[config.mk]
export PLATFORM = sky130hd
export DESIGN_NAME = tone_sequencer_with_effect_override
export DESIGN_NICKNAME = d
export VERILOG_FILES = /design/src/hw/rtl/tseq_pkg.sv /design/src/hw/rtl/tone_sequencer_with_effect_override.sv
export SDC_FILE = /design/constraint.sdc
export NUM_CORES = 2
export LEC_CHECK = 0
export BUFFER_PORTS_ARGS = -buffer_cell sky130_fd_sc_hd__buf_2
export CAP_MARGIN = 20
export CORE_ASPECT_RATIO = 0.6
export CORE_MARGIN = 3
export CORE_UTILIZATION = 37
export CTS_CLUSTER_SIZE = 40
export DETAILED_ROUTE_END_ITERATION = 16
export GPL_TIMING_DRIVEN = 0
export PLACE_DENSITY_LB_ADDON = 0.3
export REMOVE_ABC_BUFFERS = 1
export SLEW_MARGIN = 10
export SYNTH_ARGS = -nofsm -noshare
export SYNTH_HDL_FRONTEND = slang
export SYNTH_SLANG_ARGS = --single-unit
[constraint.sdc]
create_clock -name aclk -period 22.1 [get_ports aclk]
set_input_delay 2.21 -clock aclk [delete_from_list [all_inputs] [get_ports aclk]]
set_output_delay 2.21 -clock aclk [all_outputs]
set_load 0.02 [all_outputs]
[src/hw/rtl/tseq_pkg.sv]
// ----------------------------------------------------------------------------
// tseq_pkg: shared types and constants for the tone sequencer
// Request layouts, note entry format, action and register codes, sizes.
// ----------------------------------------------------------------------------
package tseq_pkg;

    // Sizes of the effect slot file and the song memory
    localparam int EFFECT_SLOTS = 5;
    localparam int SONG_DEPTH   = 64;

    localparam int SONG_AW = (SONG_DEPTH > 1) ? $clog2(SONG_DEPTH) : 1;
    localparam int LEN_W   = $clog2(SONG_DEPTH + 1) + 1;
    localparam int EFF_CW  = $clog2(EFFECT_SLOTS + 1);
    localparam int EFF_IW  = (EFFECT_SLOTS > 1) ? $clog2(EFFECT_SLOTS) : 1;

    // Configuration port
    localparam int CFG_IW = 2;
    localparam int CFG_DW = 7;

    localparam logic [CFG_IW-1:0] CFG_SONG_LENGTH = 2'd0;
    localparam logic [CFG_IW-1:0] CFG_SONG_REPEAT = 2'd1;

    localparam logic [6:0] SONG_LENGTH_RST = 7'd38;

    // Action codes
    localparam logic [2:0] ACT_TICK        = 3'd0;
    localparam logic [2:0] ACT_SINGLE_TONE = 3'd1;
    localparam logic [2:0] ACT_EFFECT_NOTE = 3'd2;
    localparam logic [2:0] ACT_SONG_START  = 3'd3;
    localparam logic [2:0] ACT_SONG_STOP   = 3'd4;
    localparam logic [2:0] ACT_SONG_WRITE  = 3'd5;

    // One stored note: duration in the upper half, frequency in the lower
    typedef struct packed {
        logic [15:0] duration;
        logic [15:0] freq;
    } note_t;

    typedef struct packed {
        logic [2:0]  action;
        logic [15:0] note_freq;
        logic [15:0] note_duration;
        logic [5:0]  slot;
        logic        last_note;
    } in_item_t;

    typedef struct packed {
        logic [15:0] tone_freq;
        logic        sounding;
        logic        effect_active;
        logic [5:0]  song_position;
    } out_item_t;

endpackage

[src/hw/rtl/tone_sequencer_with_effect_override.sv]
// ----------------------------------------------------------------------------
// tone_sequencer_with_effect_override: buzzer note sequencer
// Plays single tones, staged effect melodies and a background song held in
// a synchronous song memory; effects override the song, which then resumes.
// ----------------------------------------------------------------------------
//
//  channel   dir   handshake              content
//  -------   ---   ---------------------  -------------------------------
//  s_        in    s_valid / s_ready      in_item_t action request
//  m_        out   m_valid / m_ready      out_item_t tone and status
//  cfg_      in    cfg_valid / cfg_ready  register index and write data
//
//  One request per clock while the output is not stalled. A request is taken
//  into an execute register while the song memory is read (or written) on
//  the same edge; the edge on which the execute stage fires applies the
//  update and loads the output register. The read address is built from the
//  state left by the request still executing, so no bubble is needed.
//  Synchronous active-low reset clears the control state and loads the
//  configuration defaults; memories are not cleared. A stalled output register
//  holds the execute stage and drops s_ready; cfg_ready is always high.
//
module tone_sequencer_with_effect_override (
    input  logic                        aclk,
    input  logic                        aresetn,
    input  logic                        s_valid,
    output logic                        s_ready,
    input  tseq_pkg::in_item_t          s_item,
    output logic                        m_valid,
    input  logic                        m_ready,
    output tseq_pkg::out_item_t         m_item,
    input  logic                        cfg_valid,
    output logic                        cfg_ready,
    input  logic [tseq_pkg::CFG_IW-1:0] cfg_index,
    input  logic [tseq_pkg::CFG_DW-1:0] cfg_data
);
    import tseq_pkg::*;

    // Configuration
    logic [6:0]        song_length_reg;
    logic              song_repeat_reg;
    logic [LEN_W-1:0]  len_eff;

    // Pipeline control
    logic              s1_valid_reg;
    in_item_t          s1_item_reg;
    logic              m_valid_reg;
    out_item_t         m_item_reg;
    out_item_t         out_next;
    logic              accept;
    logic              exec_fire;

    // Sequencer state
    logic [EFF_CW-1:0]  count_reg,     count_next;
    logic [EFF_IW-1:0]  eidx_reg,      eidx_next;
    logic [15:0]        time_left_reg, time_next;
    logic               running_reg,   running_next;
    logic               song_en_reg,   song_en_next;
    logic [SONG_AW-1:0] song_idx_reg,  song_idx_next;
    logic [15:0]        drive_reg,     drive_next;
    note_t              staged_reg [EFFECT_SLOTS];
    note_t              staged_next [EFFECT_SLOTS];
    note_t              effect_reg [EFFECT_SLOTS];
    note_t              effect_next [EFFECT_SLOTS];

    // Song memory
    note_t              song_mem [SONG_DEPTH];
    note_t              song_rd_reg;
    logic               mem_we;
    logic [SONG_AW-1:0] mem_addr;
    logic [SONG_AW-1:0] rd_addr;
    logic [LEN_W-1:0]   rd_inc;

    // Execute helpers
    logic               do_start;
    logic               do_silence;
    note_t              start_note;
    note_t              req_note;
    logic [15:0]        tl_dec;
    logic [EFF_CW-1:0]  eidx_inc;
    logic [LEN_W-1:0]   song_inc;
    logic [EFF_CW-1:0]  commit_len;

    // Handshake
    assign exec_fire = s1_valid_reg && (!m_valid_reg || m_ready);
    assign s_ready   = !s1_valid_reg || exec_fire;
    assign accept    = s_valid && s_ready;
    assign m_valid   = m_valid_reg;
    assign m_item    = m_item_reg;
    assign cfg_ready = 1'b1;

    // Song length clamped to 1..SONG_DEPTH
    always_comb begin
        if (song_length_reg == 7'd0) begin
            len_eff = LEN_W'(1);
        end else if (32'(song_length_reg) > SONG_DEPTH) begin
            len_eff = LEN_W'(SONG_DEPTH);
        end else begin
            len_eff = LEN_W'(song_length_reg);
        end
    end

    // Next state for the request in the execute register
    always_comb begin
        count_next    = count_reg;
        eidx_next     = eidx_reg;
        time_next     = time_left_reg;
        running_next  = running_reg;
        song_en_next  = song_en_reg;
        song_idx_next = song_idx_reg;
        drive_next    = drive_reg;
        staged_next   = staged_reg;
        effect_next   = effect_reg;
        do_start      = 1'b0;
        do_silence    = 1'b0;
        start_note    = song_rd_reg;

        req_note   = '{duration: s1_item_reg.note_duration, freq: s1_item_reg.note_freq};
        tl_dec     = (time_left_reg != 16'd0) ? time_left_reg - 16'd1 : 16'd0;
        eidx_inc   = EFF_CW'(eidx_reg) + EFF_CW'(1);
        song_inc   = LEN_W'(song_idx_reg) + LEN_W'(1);
        commit_len = (32'(s1_item_reg.slot) >= EFFECT_SLOTS) ? EFF_CW'(EFFECT_SLOTS)
                                                             : EFF_CW'(s1_item_reg.slot) + EFF_CW'(1);

        if (exec_fire) begin
            case (s1_item_reg.action)
                ACT_TICK: begin
                    if (running_reg) begin
                        time_next = tl_dec;
                        if (tl_dec == 16'd0) begin
                            if (count_reg != '0) begin
                                // next effect note, or hand back to the song, or fall silent if it is off
                                if (eidx_inc < count_reg) begin
                                    eidx_next  = eidx_inc[EFF_IW-1:0];
                                    start_note = effect_reg[eidx_inc[EFF_IW-1:0]];
                                    do_start   = 1'b1;
                                end else begin
                                    count_next = '0;
                                    do_start   = song_en_reg;
                                    do_silence = !song_en_reg;
                                end
                            end else if (song_en_reg) begin
                                // advance the song, wrapping or stopping at its end
                                if (song_inc >= len_eff) begin
                                    if (song_repeat_reg) begin
                                        song_idx_next = '0;
                                        do_start      = 1'b1;
                                    end else begin
                                        song_en_next  = 1'b0;
                                        song_idx_next = SONG_AW'(song_inc);
                                        do_silence    = 1'b1;
                                    end
                                end else begin
                                    song_idx_next = SONG_AW'(song_inc);
                                    do_start      = 1'b1;
                                end
                            end else begin
                                do_silence = 1'b1;
                            end
                        end
                    end
                end
                ACT_SINGLE_TONE: begin
                    count_next = '0;
                    start_note = req_note;
                    do_start   = 1'b1;
                end
                ACT_EFFECT_NOTE: begin
                    if (32'(s1_item_reg.slot) < EFFECT_SLOTS) begin
                        staged_next[EFF_IW'(s1_item_reg.slot)] = req_note;
                    end
                    // last note commits the staged melody
                    if (s1_item_reg.last_note) begin
                        for (int i = 0; i < EFFECT_SLOTS; i++) begin
                            if (i < int'(commit_len)) begin
                                effect_next[i] = staged_next[i];
                            end
                        end
                        count_next = commit_len;
                        eidx_next  = '0;
                        start_note = staged_next[0];
                        do_start   = 1'b1;
                    end
                end
                ACT_SONG_START: begin
                    song_en_next  = 1'b1;
                    song_idx_next = '0;
                    do_start      = (count_reg == '0);
                end
                ACT_SONG_STOP: begin
                    song_en_next = 1'b0;
                    do_silence   = (count_reg == '0);
                end
                default: begin
                end
            endcase
        end

        if (do_start) begin
            drive_next   = start_note.freq;
            time_next    = start_note.duration;
            running_next = 1'b1;
        end else if (do_silence) begin
            drive_next   = 16'd0;
            running_next = 1'b0;
        end
    end

    // Song memory address: the entry the incoming request may play, or the entry a song write targets
    always_comb begin
        rd_inc = LEN_W'(song_idx_next) + LEN_W'(1);
        mem_we = (s_item.action == ACT_SONG_WRITE) && (32'(s_item.slot) < SONG_DEPTH);
        if (s_item.action == ACT_SONG_START) begin
            rd_addr = '0;
        end else if (count_next != '0) begin
            rd_addr = song_idx_next;
        end else if (rd_inc >= len_eff) begin
            rd_addr = '0;
        end else begin
            rd_addr = SONG_AW'(rd_inc);
        end
        mem_addr = mem_we ? SONG_AW'(s_item.slot) : rd_addr;
    end

    // Single-port song memory, accessed on acceptance
    always_ff @(posedge aclk) begin
        if (accept) begin
            if (mem_we) begin
                song_mem[mem_addr] <= '{duration: s_item.note_duration, freq: s_item.note_freq};
            end else begin
                song_rd_reg <= song_mem[mem_addr];
            end
        end
    end

    // Result of the executing request
    always_comb begin
        out_next = '{tone_freq:     drive_next,
                     sounding:      running_next,
                     effect_active: (count_next != '0),
                     song_position: 6'(32'(song_idx_next))};
    end

    // Payload registers
    always_ff @(posedge aclk) begin
        staged_reg <= staged_next;
        effect_reg <= effect_next;
        if (accept) begin
            s1_item_reg <= s_item;
        end
        if (exec_fire) begin
            m_item_reg <= out_next;
        end
    end

    // Control registers
    always_ff @(posedge aclk) begin
        if (!aresetn) begin
            s1_valid_reg    <= 1'b0;
            m_valid_reg     <= 1'b0;
            count_reg       <= '0;
            eidx_reg        <= '0;
            time_left_reg   <= 16'd0;
            running_reg     <= 1'b0;
            song_en_reg     <= 1'b0;
            song_idx_reg    <= '0;
            drive_reg       <= 16'd0;
            song_length_reg <= SONG_LENGTH_RST;
            song_repeat_reg <= 1'b1;
        end else begin
            if (accept) begin
                s1_valid_reg <= 1'b1;
            end else if (exec_fire) begin
                s1_valid_reg <= 1'b0;
            end
            if (exec_fire) begin
                m_valid_reg <= 1'b1;
            end else if (m_ready) begin
                m_valid_reg <= 1'b0;
            end
            count_reg     <= count_next;
            eidx_reg      <= eidx_next;
            time_left_reg <= time_next;
            running_reg   <= running_next;
            song_en_reg   <= song_en_next;
            song_idx_reg  <= song_idx_next;
            drive_reg     <= drive_next;
            // register writes
            if (cfg_valid) begin
                case (cfg_index)
                    CFG_SONG_LENGTH: song_length_reg <= cfg_data[6:0];
                    CFG_SONG_REPEAT: song_repeat_reg <= cfg_data[0];
                    default: begin
                    end
                endcase
            end
        end
    end

`ifndef SYNTHESIS
    // effect length never exceeds the slot file
    a_count_range: assert property (@(posedge aclk) disable iff (!aresetn)
        32'(count_reg) <= EFFECT_SLOTS)
        else $error("effect count beyond slot count");

    // the playing effect note lies inside the committed melody
    a_eidx_in_effect: assert property (@(posedge aclk) disable iff (!aresetn)
        (count_reg != '0) |-> (EFF_CW'(eidx_reg) < count_reg))
        else $error("effect index outside committed melody");

    // nothing is driven without a running note
    a_silent_when_idle: assert property (@(posedge aclk) disable iff (!aresetn)
        !running_reg |-> (drive_reg == 16'd0))
        else $error("buzzer driven with no running note");

    // an accepted request always lands in the execute register
    a_accept_to_exec: assert property (@(posedge aclk) disable iff (!aresetn)
        accept |=> s1_valid_reg)
        else $error("accepted request lost");

    // a blocked execute stage keeps its request
    a_exec_hold: assert property (@(posedge aclk) disable iff (!aresetn)
        (s1_valid_reg && !exec_fire) |=> (s1_valid_reg && $stable(s1_item_reg)))
        else $error("stalled request changed");
`endif

endmodule
==> summary.txt <==
Global route
  • Vias in the first global route: 59.1k
  • Largest net degree at the start of global routing: 74
  • Gr ovfl total: 0
  • Total global-route track usage: 0.218
  • Initial antenna violation count: 24
  • Global-route wire length before repair: between 400 and 500 mm

Timing
  • Slew Limit Headroom: 0.190
  • Final hold slack: 0.504 ns
  • Fmax achieved: about 0.086 GHz
  • Final hold violation count: 0
  • Unrepaired setup endpoints after global routing: false
  • Slew Viols, Final: 0
  • Fin crit share: 0.529
  • Worst-margin pin slew: 1.21 ns
  • Final Skew: 0.0501 ns
  • Post-route minimum period: 11.69 ns
  • Post-Route Setup TNS: 0 ns
  • Endpoints failing setup: 0

Finish
  • Synth-to-Final Area Change: 15.9%
  • Max reg flops: 2048
  • Fraction of layout cells with a size suffix above 1: 0.139
  • Final core occ: 0.433
  • Fin cells: 10.6k
  • Final #Nets: just under 7k

CTS
  • Clock Tree Buf Depth: 4
  • Clock root cell: clkbuf_16
  • Number of post-CTS setup repair buffers: 0
  • H-Tree Depth: 4
  • CTS tree: built
  • Hold-fix buffers, CTS: 0
  • Post-CTS Resized: 0
  • CTS Sinks: 2522
  • CTS buffer count: 219
  • Latest clock arrival within the worst-skew pair: just under 0.9 ns
  • Clk pin slew, worst setup/hold paths: roughly 0.070 ns

Worst setup path
  • CP Launch Type: register
  • CP endpoint kind: register
  • Critical path type: reg -> reg
  • Family with the most delay on the worst path: simple AND/OR/NAND/NOR gates
  • Worst Path Required: 22.67 ns
  • Crit path max-delay cell type: or4_1
  • Critical path arrival: 12.26 ns
  • WP buf/inv: 10
  • CP peak stage delay: about 0.80 ns
  • Crit path top cell by count: buf_6
  • Critical path fanouts, max: 49

Detailed routing
  • DR vias: around 63k
  • Post-DR wirelength/cell: 29.5 µm
  • Initial DRC count: between 9k and 10k
  • 1st-pass router iterations: 7
  • DRC violations left: 0
  • Post-Route WL: 313 mm
  • Vias per cell: 5.94
  • Antenna-violating nets left: 0

Synthesis
  • Post-synth EDFFs: 2466
  • Async SR Flop Fraction: 0
  • Seq/Total Area, Yosys: 0.747
  • Area contributors post-synth: edfxtp_1, nand2_1, mux2i_1, mux2_2, nand3_1
  • Post-synthesis instance total: about 6.8k
  • Top_reg_cell synth: edfxtp_1
  • Share of the synthesized area in the top cell type: 0.735
  • Seq cells post-synth: 2522
  • Library cells used by synthesis: 93
  • Syn Std Cell Area: 101000 µm²
  • Synth warnings: 0
  • Syn avg cell area: 14.9 µm²
  • Leading area contributor after synthesis: edfxtp_1

Die
  • Row count: around 150
  • Die H: approximately 400 µm
  • Initial Utilization: 0.374
  • Core ar.: 269000 µm²
  • Io pins: 83
  • Die area: roughly 280000 µm²
  • Die X: 679 µm

Placement
  • Hpwl dp: 196 mm
  • PortBufs: 81
  • Post-Place Cells: 10.2k
  • Placer Congestion: 0.852

Min path
  • Tightest Hold Check Type: reg -> reg

Status
  • Run status: finished clean

Power
  • Leakage: 37.7 nW
  • Total power: 9.84 mW
  • PwrDens: 84.3 nW/µm²
  • Worst IR drop on VDD: 0.0662 mV

Flow run
  • Max-Cap Viols: 0
cell usage after synthesis (all sizes together) (10+ instances only):
master and n:
edfxtp 2466, nand2 1305, nand3 305, mux2i 297, buf 259, a21oi 211
clkbuf 187, and3 176, mux2 165, o21ai 131, nor2 123, a211oi 112
a32oi 104, nand4 71, a311oi 70, a31oi 65, o22ai 62, dfxtp 56
o211ai 46, nor3 40, nor4 39, a222oi 32, mux4 32, and2 31
a221o 28, a221oi 23, ha 23, or4 22, nor2b 19, o221ai 19
a2bb2oi 18, inv 17, o2111ai 17, o311ai 17, a32o 16, a22oi 15
a2111oi 11, o21a 10
final timing paths:
check / start / depth (start not counted) / endpoint / slack (ns)
max reg2reg: time_left_reg[0] / 31 / song_rd_reg[30] / 10.41
min reg2reg: eidx_reg[1] / 2 / eidx_reg[1] / 0.50
min: eidx_reg[1] / 2 / eidx_reg[1] / 0.50
max: time_left_reg[0] / 31 / song_rd_reg[30] / 10.41
final cells by class:
type,instances,area [µm²]
clock inverters,134,1430
repair buffers,334,5510
inverters,17,63.8
multi-input cells,3779,24300
diodes,3,7.51
clock buffers,254,5660
fillers,23505,152000
flip-flops and latches,2522,75200
well taps,3576,4470
routing by layer:
metal,up-vias,wire length (µm),global-route usage
met4,6,6480,0.0444
met2,3864,130000,0.306
li1,26496,-,-
met3,439,38800,0.0527
met1,32270,138000,0.341
met5,-,36,0
per-stage QoR:
stage | cell area (µm²) | setup WS [ns]
floorplan | 98600 | -11.45
global placement | 104000 | -56.16
detailed placement | 109000 | 9.96
CTS | 117000 | 10.76
global route | 117000 | 9.92
finish | 117000 | 10.41
cells in the final DEF, fill, tap and decap left out, types with 70 or more instances in the layout:
master	netlist	layout
nand2_1	1303	1297
buf_12	0	123
edfxtp_1	2466	2466
o21ai_0	114	113
clkbuf_16	0	221
buf_2	179	79
buf_16	0	74
and3_1	176	174
a311oi_1	70	70
a211oi_1	112	111
nand4_1	71	71
a21oi_1	211	208
a32oi_1	104	104
nor2_4	1	75
nand3_1	305	298
mux2_2	164	164
mux2i_1	296	296
logic make-up (layout without fill, tap and decap cells):
logic type / count (synthesis) / in the layout / share of synthesized area
flip-flops: 2522 / 2522 / 0.747
AND/OR/NAND/NOR: 2185 / 2185 / 0.0977
AO/OA/AOI/OAI: 1062 / 1062 / 0.0755
multiplexers: 494 / 494 / 0.0552
buffers and inverters: 463 / 739 / 0.0208
adder cells (fa/ha/maj): 23 / 23 / 0.00286
XOR/XNOR: 14 / 14 / 0.00122
other: 1 / 4 / 0.0000372
worst min-delay path, cell delays in order (launching register included):
cell and delay [ns]:
dfxtp_1 0.33, nand2_1 0.06, a21boi_0 0.06
report_power, final:
group | internal, mW | switching, mW | leakage [nW] | total, mW
logic | 0.187 | 0.423 | 11.6 | 0.609
clock network | 2.18 | 1.76 | 3.46 | 3.95
registers | 5.26 | 0.0210 | 22.7 | 5.28
Note: power is estimated with default switching activity, not from simulation.
